==> src/hdl/pfc_pkg.sv <==
// ----------------------------------------------------------------------------
// pfc_pkg: shared types and constants of the Playfair cipher unit
// Letter codes, action codes, sequencer states and key square geometry.
// ----------------------------------------------------------------------------
package pfc_pkg;

    localparam int SIDE     = 5;
    localparam int LETTER_W = 5;
    localparam int ALPHABET = 26;

    localparam logic [LETTER_W-1:0] LETTER_I    = LETTER_W'(8);
    localparam logic [LETTER_W-1:0] LETTER_J    = LETTER_W'(9);
    localparam logic [LETTER_W-1:0] LETTER_LAST = LETTER_W'(ALPHABET - 1);
    localparam logic [LETTER_W-1:0] LETTER_END  = LETTER_W'(ALPHABET);

    typedef enum logic [1:0] {
        ACT_CLEAR   = 2'd0,
        ACT_KEY     = 2'd1,
        ACT_FILL    = 2'd2,
        ACT_ENCRYPT = 2'd3
    } action_t;

    typedef enum logic [2:0] {
        ST_IDLE,
        ST_FILL,
        ST_LOOKUP,
        ST_MAP,
        ST_READ,
        ST_EMIT
    } state_t;

endpackage

==> src/hdl/pfc_ram.sv <==
// ----------------------------------------------------------------------------
// pfc_ram: generic RAM, one write port and two registered read ports
// Contents are not reset; a read returns data in the cycle after its address.
// ----------------------------------------------------------------------------
module pfc_ram #(
    parameter int WIDTH = pfc_pkg::LETTER_W,
    parameter int DEPTH = pfc_pkg::ALPHABET
) (
    input  logic                     aclk,
    input  logic                     we,
    input  logic [$clog2(DEPTH)-1:0] waddr,
    input  logic [WIDTH-1:0]         wdata,
    input  logic [$clog2(DEPTH)-1:0] raddr_a,
    input  logic [$clog2(DEPTH)-1:0] raddr_b,
    output logic [WIDTH-1:0]         rdata_a,
    output logic [WIDTH-1:0]         rdata_b
);

    logic [WIDTH-1:0] mem_reg [DEPTH];
    logic [WIDTH-1:0] rdata_a_reg;
    logic [WIDTH-1:0] rdata_b_reg;

    always_ff @(posedge aclk) begin
        if (we) begin
            mem_reg[waddr] <= wdata;
        end
        rdata_a_reg <= mem_reg[raddr_a];
        rdata_b_reg <= mem_reg[raddr_b];
    end

    assign rdata_a = rdata_a_reg;
    assign rdata_b = rdata_b_reg;

endmodule

==> src/hdl/pfc_digraph_map.sv <==
// ----------------------------------------------------------------------------
// pfc_digraph_map: Playfair remap of two square cells
// Splits each cell into row and column, applies the same-row, same-column
// or rectangle rule and returns the two target cells.
// ----------------------------------------------------------------------------
module pfc_digraph_map #(
    parameter int SIDE = pfc_pkg::SIDE
) (
    input  logic [$clog2(SIDE*SIDE)-1:0] cell_a,
    input  logic [$clog2(SIDE*SIDE)-1:0] cell_b,
    output logic [$clog2(SIDE*SIDE)-1:0] new_a,
    output logic [$clog2(SIDE*SIDE)-1:0] new_b
);

    localparam int CW = $clog2(SIDE * SIDE);
    localparam int RW = $clog2(SIDE);
    localparam logic [RW-1:0] EDGE_IDX = RW'(SIDE - 1);

    logic [RW-1:0] row_a;
    logic [RW-1:0] row_b;
    logic [RW-1:0] col_a;
    logic [RW-1:0] col_b;
    logic [RW-1:0] row_a_nx;
    logic [RW-1:0] row_b_nx;
    logic [RW-1:0] col_a_nx;
    logic [RW-1:0] col_b_nx;
    logic [CW-1:0] base_a;
    logic [CW-1:0] base_b;

    // row is the number of row boundaries at or below the cell
    always_comb begin
        row_a = '0;
        row_b = '0;
        for (int k = 1; k < SIDE; k++) begin
            if (cell_a >= CW'(k * SIDE)) begin
                row_a = row_a + 1'b1;
            end
            if (cell_b >= CW'(k * SIDE)) begin
                row_b = row_b + 1'b1;
            end
        end
    end

    assign base_a = CW'(CW'(row_a) * CW'(SIDE));
    assign base_b = CW'(CW'(row_b) * CW'(SIDE));
    assign col_a  = RW'(cell_a - base_a);
    assign col_b  = RW'(cell_b - base_b);

    assign row_a_nx = (row_a == EDGE_IDX) ? '0 : RW'(row_a + 1'b1);
    assign row_b_nx = (row_b == EDGE_IDX) ? '0 : RW'(row_b + 1'b1);
    assign col_a_nx = (col_a == EDGE_IDX) ? '0 : RW'(col_a + 1'b1);
    assign col_b_nx = (col_b == EDGE_IDX) ? '0 : RW'(col_b + 1'b1);

    always_comb begin
        if (row_a == row_b) begin
            new_a = CW'(base_a + CW'(col_a_nx));
            new_b = CW'(base_b + CW'(col_b_nx));
        end else if (col_a == col_b) begin
            new_a = CW'(CW'(row_a_nx) * CW'(SIDE) + CW'(col_a));
            new_b = CW'(CW'(row_b_nx) * CW'(SIDE) + CW'(col_b));
        end else begin
            new_a = CW'(base_a + CW'(col_b));
            new_b = CW'(base_b + CW'(col_a));
        end
    end

endmodule

==> src/hdl/playfair_digraph_cipher_unit.sv <==
// ----------------------------------------------------------------------------
// playfair_digraph_cipher_unit: Playfair key square builder and pair cipher
// Builds a key square from key letters and encrypts letter pairs with it.
// ----------------------------------------------------------------------------
// Input words carry an action and two letters (0=a .. 25=z) on the s_
// channel; result words carry two cipher letters on the m_ channel.
// Clear and add-key-letter give no result.
// Complete walks the alphabet through the single letter placement unit,
// one letter a cycle, and is ready again after the last letter.
// An encrypt on a full square makes one result through cell lookup RAM
// read, remap, key square RAM read and load of the output register; the
// block is ready again the cycle after the load. An encrypt on an
// incomplete square or with an unplaced letter gives no result. s_ready
// is high only while the sequencer is idle.
// The output register holds a result until m_ready; a stalled receiver
// holds an encrypt in its last step, and s_ready stays low until it loads.
// Reset (aresetn low, synchronous) empties the square and drops any
// pending result; RAM contents are not cleared and need no sweep.
// ----------------------------------------------------------------------------
module playfair_digraph_cipher_unit #(
    parameter int SIDE = pfc_pkg::SIDE
) (
    input  logic                         aclk,
    input  logic                         aresetn,
    input  logic                         s_valid,
    output logic                         s_ready,
    input  logic [1:0]                   s_action,
    input  logic [pfc_pkg::LETTER_W-1:0] s_letter_a,
    input  logic [pfc_pkg::LETTER_W-1:0] s_letter_b,
    output logic                         m_valid,
    input  logic                         m_ready,
    output logic [pfc_pkg::LETTER_W-1:0] m_cipher_a,
    output logic [pfc_pkg::LETTER_W-1:0] m_cipher_b
);

    localparam int LW    = pfc_pkg::LETTER_W;
    localparam int CELLS = SIDE * SIDE;
    localparam int CW    = $clog2(CELLS);
    localparam int FW    = $clog2(CELLS + 1);
    localparam logic [FW-1:0] FULL = FW'(CELLS);

    pfc_pkg::state_t state_reg, state_next;

    logic [pfc_pkg::ALPHABET-1:0] placed_reg, placed_next;
    logic [FW-1:0]                fill_reg, fill_next;
    logic [LW-1:0]                walk_reg, walk_next;
    logic [LW-1:0]                a_reg, a_next;
    logic [LW-1:0]                b_reg, b_next;
    logic [CW-1:0]                na_reg, na_next;
    logic [CW-1:0]                nb_reg, nb_next;
    logic                         m_valid_reg, m_valid_next;
    logic [LW-1:0]                m_cipher_a_reg, m_cipher_a_next;
    logic [LW-1:0]                m_cipher_b_reg, m_cipher_b_next;

    pfc_pkg::action_t act;
    logic             accept;
    logic [LW-1:0]    cand;
    logic             place_req;
    logic             place_ok;
    logic [LW-1:0]    enc_a;
    logic [LW-1:0]    enc_b;
    logic             enc_ok;
    logic [CW-1:0]    cell_a;
    logic [CW-1:0]    cell_b;
    logic [CW-1:0]    map_a;
    logic [CW-1:0]    map_b;
    logic [LW-1:0]    sq_a;
    logic [LW-1:0]    sq_b;

    assign act    = pfc_pkg::action_t'(s_action);
    assign s_ready = (state_reg == pfc_pkg::ST_IDLE);
    assign accept = s_valid && s_ready;

    // shared placement unit: key letter on accept, alphabet walk in ST_FILL
    assign cand      = (state_reg == pfc_pkg::ST_FILL) ? walk_reg : s_letter_a;
    assign place_req = (state_reg == pfc_pkg::ST_FILL) ||
                       (accept && act == pfc_pkg::ACT_KEY);
    assign place_ok  = place_req && (cand < pfc_pkg::LETTER_END) &&
                       (cand != pfc_pkg::LETTER_J) && !placed_reg[cand] &&
                       (fill_reg < FULL);

    assign enc_a  = (s_letter_a == pfc_pkg::LETTER_J) ? pfc_pkg::LETTER_I : s_letter_a;
    assign enc_b  = (s_letter_b == pfc_pkg::LETTER_J) ? pfc_pkg::LETTER_I : s_letter_b;
    assign enc_ok = (fill_reg == FULL) && (s_letter_a < pfc_pkg::LETTER_END) &&
                    (s_letter_b < pfc_pkg::LETTER_END) &&
                    placed_reg[enc_a] && placed_reg[enc_b];

    pfc_ram #(
        .WIDTH (CW),
        .DEPTH (pfc_pkg::ALPHABET)
    ) u_cell_ram (
        .aclk    (aclk),
        .we      (place_ok),
        .waddr   (cand),
        .wdata   (fill_reg[CW-1:0]),
        .raddr_a (a_reg),
        .raddr_b (b_reg),
        .rdata_a (cell_a),
        .rdata_b (cell_b)
    );

    pfc_digraph_map #(
        .SIDE (SIDE)
    ) u_map (
        .cell_a (cell_a),
        .cell_b (cell_b),
        .new_a  (map_a),
        .new_b  (map_b)
    );

    pfc_ram #(
        .WIDTH (LW),
        .DEPTH (CELLS)
    ) u_square_ram (
        .aclk    (aclk),
        .we      (place_ok),
        .waddr   (fill_reg[CW-1:0]),
        .wdata   (cand),
        .raddr_a (na_reg),
        .raddr_b (nb_reg),
        .rdata_a (sq_a),
        .rdata_b (sq_b)
    );

    always_ff @(posedge aclk) begin
        if (!aresetn) begin
            state_reg   <= pfc_pkg::ST_IDLE;
            placed_reg  <= '0;
            fill_reg    <= '0;
            m_valid_reg <= 1'b0;
        end else begin
            state_reg   <= state_next;
            placed_reg  <= placed_next;
            fill_reg    <= fill_next;
            m_valid_reg <= m_valid_next;
        end
    end

    always_ff @(posedge aclk) begin
        walk_reg       <= walk_next;
        a_reg          <= a_next;
        b_reg          <= b_next;
        na_reg         <= na_next;
        nb_reg         <= nb_next;
        m_cipher_a_reg <= m_cipher_a_next;
        m_cipher_b_reg <= m_cipher_b_next;
    end

    always_comb begin
        state_next      = state_reg;
        placed_next     = placed_reg;
        fill_next       = fill_reg;
        walk_next       = walk_reg;
        a_next          = a_reg;
        b_next          = b_reg;
        na_next         = na_reg;
        nb_next         = nb_reg;
        m_valid_next    = m_valid_reg && !m_ready;
        m_cipher_a_next = m_cipher_a_reg;
        m_cipher_b_next = m_cipher_b_reg;

        if (place_ok) begin
            placed_next[cand] = 1'b1;
            fill_next         = FW'(fill_reg + 1'b1);
        end

        case (state_reg)
            pfc_pkg::ST_IDLE: begin
                if (accept) begin
                    case (act)
                        pfc_pkg::ACT_CLEAR: begin
                            placed_next = '0;
                            fill_next   = '0;
                        end
                        pfc_pkg::ACT_FILL: begin
                            walk_next  = '0;
                            state_next = pfc_pkg::ST_FILL;
                        end
                        pfc_pkg::ACT_ENCRYPT: begin
                            a_next = enc_a;
                            b_next = enc_b;
                            if (enc_ok) begin
                                state_next = pfc_pkg::ST_LOOKUP;
                            end
                        end
                        default: begin
                        end
                    endcase
                end
            end
            pfc_pkg::ST_FILL: begin
                walk_next = LW'(walk_reg + 1'b1);
                if (walk_reg == pfc_pkg::LETTER_LAST) begin
                    state_next = pfc_pkg::ST_IDLE;
                end
            end
            pfc_pkg::ST_LOOKUP: begin
                state_next = pfc_pkg::ST_MAP;
            end
            pfc_pkg::ST_MAP: begin
                na_next    = map_a;
                nb_next    = map_b;
                state_next = pfc_pkg::ST_READ;
            end
            pfc_pkg::ST_READ: begin
                state_next = pfc_pkg::ST_EMIT;
            end
            pfc_pkg::ST_EMIT: begin
                // hold until the output register is free
                if (!m_valid_reg || m_ready) begin
                    m_valid_next    = 1'b1;
                    m_cipher_a_next = sq_a;
                    m_cipher_b_next = sq_b;
                    state_next      = pfc_pkg::ST_IDLE;
                end
            end
            default: begin
                state_next = pfc_pkg::ST_IDLE;
            end
        endcase
    end

    assign m_valid    = m_valid_reg;
    assign m_cipher_a = m_cipher_a_reg;
    assign m_cipher_b = m_cipher_b_reg;

endmodule
==> config.mk <==
export PLATFORM = sky130hd
export DESIGN_NAME = playfair_digraph_cipher_unit
export DESIGN_NICKNAME = d
export VERILOG_FILES = /design/src/hdl/pfc_pkg.sv /design/src/hdl/pfc_ram.sv /design/src/hdl/pfc_digraph_map.sv /design/src/hdl/playfair_digraph_cipher_unit.sv
export SDC_FILE = /design/constraint.sdc
export NUM_CORES = 1
export LEC_CHECK = 0
export BUFFER_PORTS_ARGS = -buffer_cell sky130_fd_sc_hd__buf_4
export CAP_MARGIN = 30
export CELL_PAD_IN_SITES_DETAIL_PLACEMENT = 0
export CELL_PAD_IN_SITES_GLOBAL_PLACEMENT = 1
export CORE_MARGIN = 4
export CORE_UTILIZATION = 49
export CTS_CLUSTER_DIAMETER = 150
export DETAILED_ROUTE_END_ITERATION = 16
export PLACE_DENSITY = 0.74
export REMOVE_ABC_BUFFERS = 1
export SYNTH_ARGS = -nofsm -noshare
export SYNTH_HDL_FRONTEND = slang
export SYNTH_SLANG_ARGS = --single-unit
==> constraint.sdc <==
create_clock -name aclk -period 5 [get_ports aclk]
set_input_delay 0.5 -clock aclk [delete_from_list [all_inputs] [get_ports aclk]]
set_output_delay 0.5 -clock aclk [all_outputs]
set_load 0.01 [all_outputs]
# [After elaboration in Yosys (flattened, before gate mapping)]
# Memories as Yosys holds them, arrays and structs flattened. A register that Yosys moved wholly into a read port is not among the register bits.
# Cells that the tools add are included.
# W data, S select, Z words.
[totals] ram_bits=255 latchBits=0 reg_bits=70 out_inout_bits=12 memories=2 mem_bits_ro=0 input_bits=16 elab_cells=151
[mem_list] name="u_cell_ram.mem_reg" depth=26 word_bits=5 rd=2 rd_clocked_by_memory_dff=2 write_ports=1 line="pfc_ram.sv:19" text="logic [WIDTH-1:0] mem_reg [DEPTH];"
[mem_list] name="u_square_ram.mem_reg" depth=25 word_bits=5 rd=2 rd_clocked_by_memory_dff=2 write_ports=1 line="pfc_ram.sv:19"
[classes] reduce_logical=24 n_addsub=20 order_cmp=16 shift=0 bitwise=1 div=0 n_mux=48 multipliers=4 eq_ne=25
[op_table] cell="$mux W26" count=4
[op_table] cell="$mux W5" count=13
[op_table] cell="$mux W3" count=14
[op_table] cell="$add A5 B3 Y5" count=6
[op_table] cell="$or A26 B26 Y26" count=1
[op_table] cell="$add A3 B1 Y3 const B" count=8
[op_table] cell="$ge A5 B4 Y1 const B" count=4
[op_table] cell="$lt A5 B5 Y1 const B" count=4
[op_table] cell="$mul A3 B3 Y5 const B" count=4
[op_table] cell="$eq A3 B3 Y1 const B" count=6
[op_table] cell="$lt A5 B6 Y1 const B" count=3
[op_table] cell="$pmux W3 S6" count=1
[op_table] cell="$bmux W1 S5" count=3
[op_table] cell="$logic_and A1 B1 Y1" count=12
[op_table] cell="$add A5 B1 Y5 const B" count=2
[op_table] cell="$eq A5 B4 Y1 const B" count=2
[op_table] cell="$eq A5 B5 Y1 const B" count=2
[op_table] cell="$ge A5 B3 Y1 const B" count=2
[op_table] cell="$ge A5 B5 Y1 const B" count=2
[op_table] cell="$mux W1" count=10
[op_table] cell="$pmux W5 S2" count=1
[op_table] cell="$eq A3 B2 Y1 const B" count=2
[op_table] cell="$eq A3 B3 Y1" count=2
[op_table] cell="$ne A2 B1 Y1 const B" count=3
[op_table] cell="20 further kinds" count=27

# [Longest topological paths before layout]
[logic_depth] depth_word=14 ltp_mapped=24 ltp_nobuf=23

# [Hierarchy]
# Synthesis repeated with hierarchy kept, for this count alone.
[hier_totals] hier_cells=1421 hier_area_um2=18647.9
[by_module_without_submodules] module="pfc_ram at u_cell_ram" instances=1 area_each_um2=6497.5 cells_per_inst=412 seq_area_each_um2=4103.9
[by_module_without_submodules] module="pfc_ram at u_square_ram" instances=1 area_each_um2=6223.5 cells_per_inst=372 seq_area_each_um2=3953.8
[by_module_without_submodules] module="playfair_digraph_cipher_unit" instances=1 area_each_um2=3841.2 cells_per_inst=385 seq_area_each_um2=1751.7
[by_module_without_submodules] module="pfc_digraph_map" instances=1 area_each_um2=2085.8 cells_per_inst=252 seq_area_each_um2=0.0

# [Worst setup path after synthesis]
# Ideal clock, no wire load.
[synth_path] path_kind="register -> register" start="reg u_cell_ram.rdata_a_reg[2] (netlist: u_cell_ram.rdata_a[2]), read port of u_cell_ram.mem_reg" end="reg na_reg[4] (data pin)" t_required_ns=4.735 t_arrival_ns=4.531 period_less_slack_ns=4.795 setup_ns=0.265 path_buffers=1 stages_incl_launch_ff=20 path_slack_ns=0.205 path_cell_list="dfxtp_1 -> clkbuf_1 -> o21ai_0 -> and2_1 -> ha_1 -> xnor2_1 -> ha_1 -> o21ai_0 -> a31oi_1 -> inv_1 -> fa_1 -> xnor3_1 -> ha_1 -> ha_1 -> a21o_1 -> a21oi_1 -> xnor2_1 -> xnor2_1 -> mux2_2 -> mux2i_1"
[synth_between] elab_chain_len=14 word_cells_on_any_way=27 cone_classes="9 x add/sub; 2 x mul; 4 x order compare; 4 x eq/ne; 8 x mux"
[synth_lines] element="start: declaration" line="pfc_ram.sv:20" text="logic [WIDTH-1:0] rdata_a_reg;"
[synth_lines] element="$ge A5 B3 Y1" line="pfc_digraph_map.sv:35" text="if (cell_a >= CW'(k * SIDE)) begin"
[synth_lines] element="$mux W1" line="pfc_digraph_map.sv:35"
[synth_lines] element="$add A1 B1 Y2" line="pfc_digraph_map.sv:36" text="row_a = row_a + 1'b1;"
[synth_lines] element="$mux W3" line="pfc_digraph_map.sv:35"
[synth_lines] element="$add A3 B1 Y3" line="pfc_digraph_map.sv:36"
[synth_lines] element="$mux W3" line="pfc_digraph_map.sv:35"
[synth_lines] element="$add A3 B1 Y3" line="pfc_digraph_map.sv:36"
[synth_lines] element="$mux W3" line="pfc_digraph_map.sv:35"
[synth_lines] element="$mul A3 B3 Y5 (tied with other cells)" line="pfc_digraph_map.sv:44" text="assign base_a = CW'(CW'(row_a) * CW'(SIDE));"
[synth_lines] element="$sub A3 B3 Y3 or $mux W3 (tied branches)" line="pfc_digraph_map.sv:46, pfc_digraph_map.sv:49"
[synth_lines] element="$add A3 B1 Y3 (tied with other cells)" line="pfc_digraph_map.sv:51" text="assign col_a_nx = (col_a == EDGE_IDX) ? '0 : RW'(col_a + 1'b1);"
[synth_lines] element="$mux W3 or $add A5 B3 Y5 (tied branches)" line="pfc_digraph_map.sv:51, pfc_digraph_map.sv:59"
[synth_lines] element="$add A5 B3 Y5 or $mux W5 (tied branches)" line="pfc_digraph_map.sv:56, pfc_digraph_map.sv:58"
[synth_lines] element="$mux W5 (*)" line="pfc_digraph_map.sv:55" text="if (row_a == row_b) begin"
[synth_lines] element="named net map_a[4]" line="playfair_digraph_cipher_unit.sv:65" text="logic [CW-1:0] map_a;"
[synth_lines] element="end signal: assignment" line="playfair_digraph_cipher_unit.sv:143" text="na_reg <= na_next;"
[synth_lines] element="end: declaration" line="playfair_digraph_cipher_unit.sv:49" text="logic [CW-1:0] na_reg, na_next;"
# Mark *: on every way through the listed nets, which the timed path passes. The rest lies on a longest branch.
# A chain may end at the register's enable or synchronous reset.

# [Final worst setup path]
# Same ends and word-level chain as after synthesis.

==> flow_metrics.tcl <==
set metrics [dict create \
    run_status "completed" \
    ant_nets 0 \
    vias_per_cell 6.28 \
    wl_per_cell_um 25.1 \
    regArea_um2 9810 \
    cts_hold_buf 0 \
    io_pins 28 \
    synth-seq-cells 345 \
    synth_ff_type "edfxtp_1" \
    cts-root-buf "clkbuf_16" \
    n_antenna_cell 0 \
    cp-end-kind "register" \
    drtIter0Drc 991 \
    final_cells 1767 \
    worst_slack_ns 0.344 \
    peakVddDrop_mv 0.222 \
    grt_usage_pct 22.0 \
    cts_buffers 38 \
    hold_path_class "primary input to register" \
    ff2ff_setup_slack_ns 0.34 \
    yosysWarnings 0 \
    tns_ns 0 \
    multi_input_area_um2 7920 \
    grt_max_degree 37 \
    port-buffer-count 27 \
    post_dp_cell_area_um2 19300 \
    clock_sinks 345 \
    hold_viol 0 \
    p_total_mw 7.51 \
    power.leakage_nw 7.23 \
    p_switching_mw 2.03 \
    fin_area_um2 20600 \
    clock_path_buffers 3 \
    dpl.hpwl_um 30500 \
    start_util_pct 49.8 \
    max_freq_ghz 0.215 \
    grt_setup_unrepaired "no" \
    dieWidth_um 201 \
    min_period_ns 4.66 \
    cts_max_level 2 \
    die_h_um 201 \
    seq_area_frac_synth_pct 53.8 \
    worstPathMaxFanout 8 \
    clk_pin_slew_ns 0.06 \
    p_clk_share_pct 37.4 \
    internal_power_mw 5.47 \
    slew_headroom_pct 34.9 \
    grt_first_pass_wirelength_um 68700 \
    pre_cts_ws_ns 0.220 \
    worst_pin_slew_ns 0.970 \
    required_ns 5.37 \
    setup_viol 0 \
    combPwrFrac_pct 19.3 \
    grt_overflow 0 \
    drv_cap 0 \
    vias 11100 \
    routed_wl_um 44300 \
    cp.arrival_ns 5.03 \
    async_flop_share_pct 0 \
    avgSynthCellArea_um2 15.0 \
    yosysUniqueCellTypes 74 \
    syn_to_final_growth_pct 12.8 \
    finalClockSkew_ns 0.0193 \
    drv_slew 0 \
    place_congestion 0.843 \
    synth_top_area_share_pct 47.8 \
    synth_edf_count 290 \
    seqPwrFrac_pct 43.2 \
    worstSetupPathType "register to register" \
    remaining_drc_errors 0 \
    layout.nets 1345 \
    mostFrequentLayoutCell "edfxtp_1" \
    syn-instance-count 1212 \
    final_cell_mix "edfxtp_1, mux4_2, buf_4, nand2_1" \
    start_kind "register" \
    swShare_pct 27.1 \
    fillers 2916 \
    yosysTopAreaCell "edfxtp_1" \
    dr.pass1.iters 5 \
    core_um2 36600 \
    dieArea_um2 40300 \
    drive_above_1_share_pct 29.1 \
    insertion_delay_ns 0.54 \
    rows 70 \
    place_inst 1697 \
    cts_tree "done" \
    final.period_utilization_pct 93.1 \
    syn-cell-area_um2 18200 \
    largest_register_ffs 130 \
    grt_pass1_vias 11300 \
    antenna_found_initial 1 \
    p_per_area_nw_per_um2 365 \
    synthTopCellsByArea "edfxtp_1, mux4_2, dfxtp_1" \
]
[what timing repair did]
item                       in CTS  in global routing
setup endpoints to repair       0                  1
resized for setup               0                  3
setup buffers                   0                  0
[per-layer routing]
metal	share of wire, %	up-vias	GRT usage (%)
li1	-	4971	-
met1	42	5702	30.2
met2	50	342	37.1
met3	5.6	71	3.21
met4	2.3	2	5.85
met5	0.029	-	0
[stage by stage]
step           util (%)  hold slack [ns]
3_3_place_gp       52.4            0.389
5_1_grt            56.2            0.198
2_1_floorplan         -            0.386
4_1_cts            56.1            0.184
6_report           56.2            0.208
3_5_place_dp       52.7            0.389
[power by group through the flow]
stage / Combinational, mW / Clock [mW] / Sequential [mW]
floorplan: 0.991 / 0 / 3.31
global placement: 1.43 / 0 / 3.31
detailed placement: 1.46 / 0 / 3.31
CTS: 1.47 / 2.86 / 3.25
global route: 1.63 / 2.99 / 3.25
finish: 1.45 / 2.81 / 3.25
[layout make-up]
| cell class | count | area share, % |
|---|---|---|
| Clock buffer | 55 | 5.38 |
| Clock inverter | 15 | 0.736 |
| Inverter | 47 | 0.858 |
| Multi-Input combinational cell | 741 | 38.5 |
| Sequential cell | 345 | 47.7 |
| Tap cell | 468 | 2.85 |
| Timing Repair Buffer | 96 | 3.93 |
[path summary, 6_finish.rpt]
kind                                   start                 endpoint  cells past startpoint
max            u_cell_ram.rdata_a[2]$_DFF_P_      na_reg[4]$_DFFE_PN_                     18
min reg2reg  u_square_ram.rdata_b[0]$_DFF_P_  m_cipher_b[0]$_DFFE_PP_                      0
max reg2reg    u_cell_ram.rdata_a[2]$_DFF_P_      na_reg[4]$_DFFE_PN_                     18
min                            s_letter_b[3]       b_reg[3]$_DFFE_PP_                      1
[cell families (layout without fill, tap and decap cells)]
kind of cell / count (synthesis) / count (layout) / synth area share, %
XOR/XNOR: 37 / 37 / 1.93
adder cells (fa/ha/maj): 60 / 60 / 4.45
AND/OR/NAND/NOR: 240 / 240 / 7.00
multiplexers: 236 / 236 / 23.5
buffers and inverters: 130 / 213 / 2.84
other: 1 / 5 / 0.0206
flip-flops: 345 / 345 / 53.8
AO/OA/AOI/OAI: 163 / 163 / 6.42
[cell usage after synthesis (7+ instances only)]
library cell	instances
a211oi_1	18
mux2i_1	34
fa_1	8
o21ai_0	24
nor3_1	37
ha_1	52
nand2_1	53
a32o_1	18
nor2b_1	23
xor2_1	16
nand3_1	14
and3_1	25
a21boi_0	7
nand2b_1	10
clkbuf_1	51
xnor2_1	19
edfxtp_1	290
buf_2	11
a21oi_1	42
nor3b_1	8
mux2_2	51
inv_1	44
nor2_1	39
and2_1	7
buf_1	19
mux4_2	147
dfxtp_1	55
[worst max-delay path, cell delays in order, from the launching register on]
cell	delay, ns
dfxtp_1	0.46
o21ai_0	0.13
and2_1	0.18
ha_1	0.34
xnor2_1	0.15
ha_1	0.27
o21ai_0	0.07
a31oi_1	0.21
inv_1	0.13
fa_1	0.40
xnor3_1	0.50
ha_1	0.37
ha_1	0.30
a21o_1	0.19
a21oi_1	0.18
xnor2_1	0.16
xnor2_1	0.08
mux2_2	0.25
mux2i_1	0.13
No activity file was read; power rests on OpenSTA's default activity.
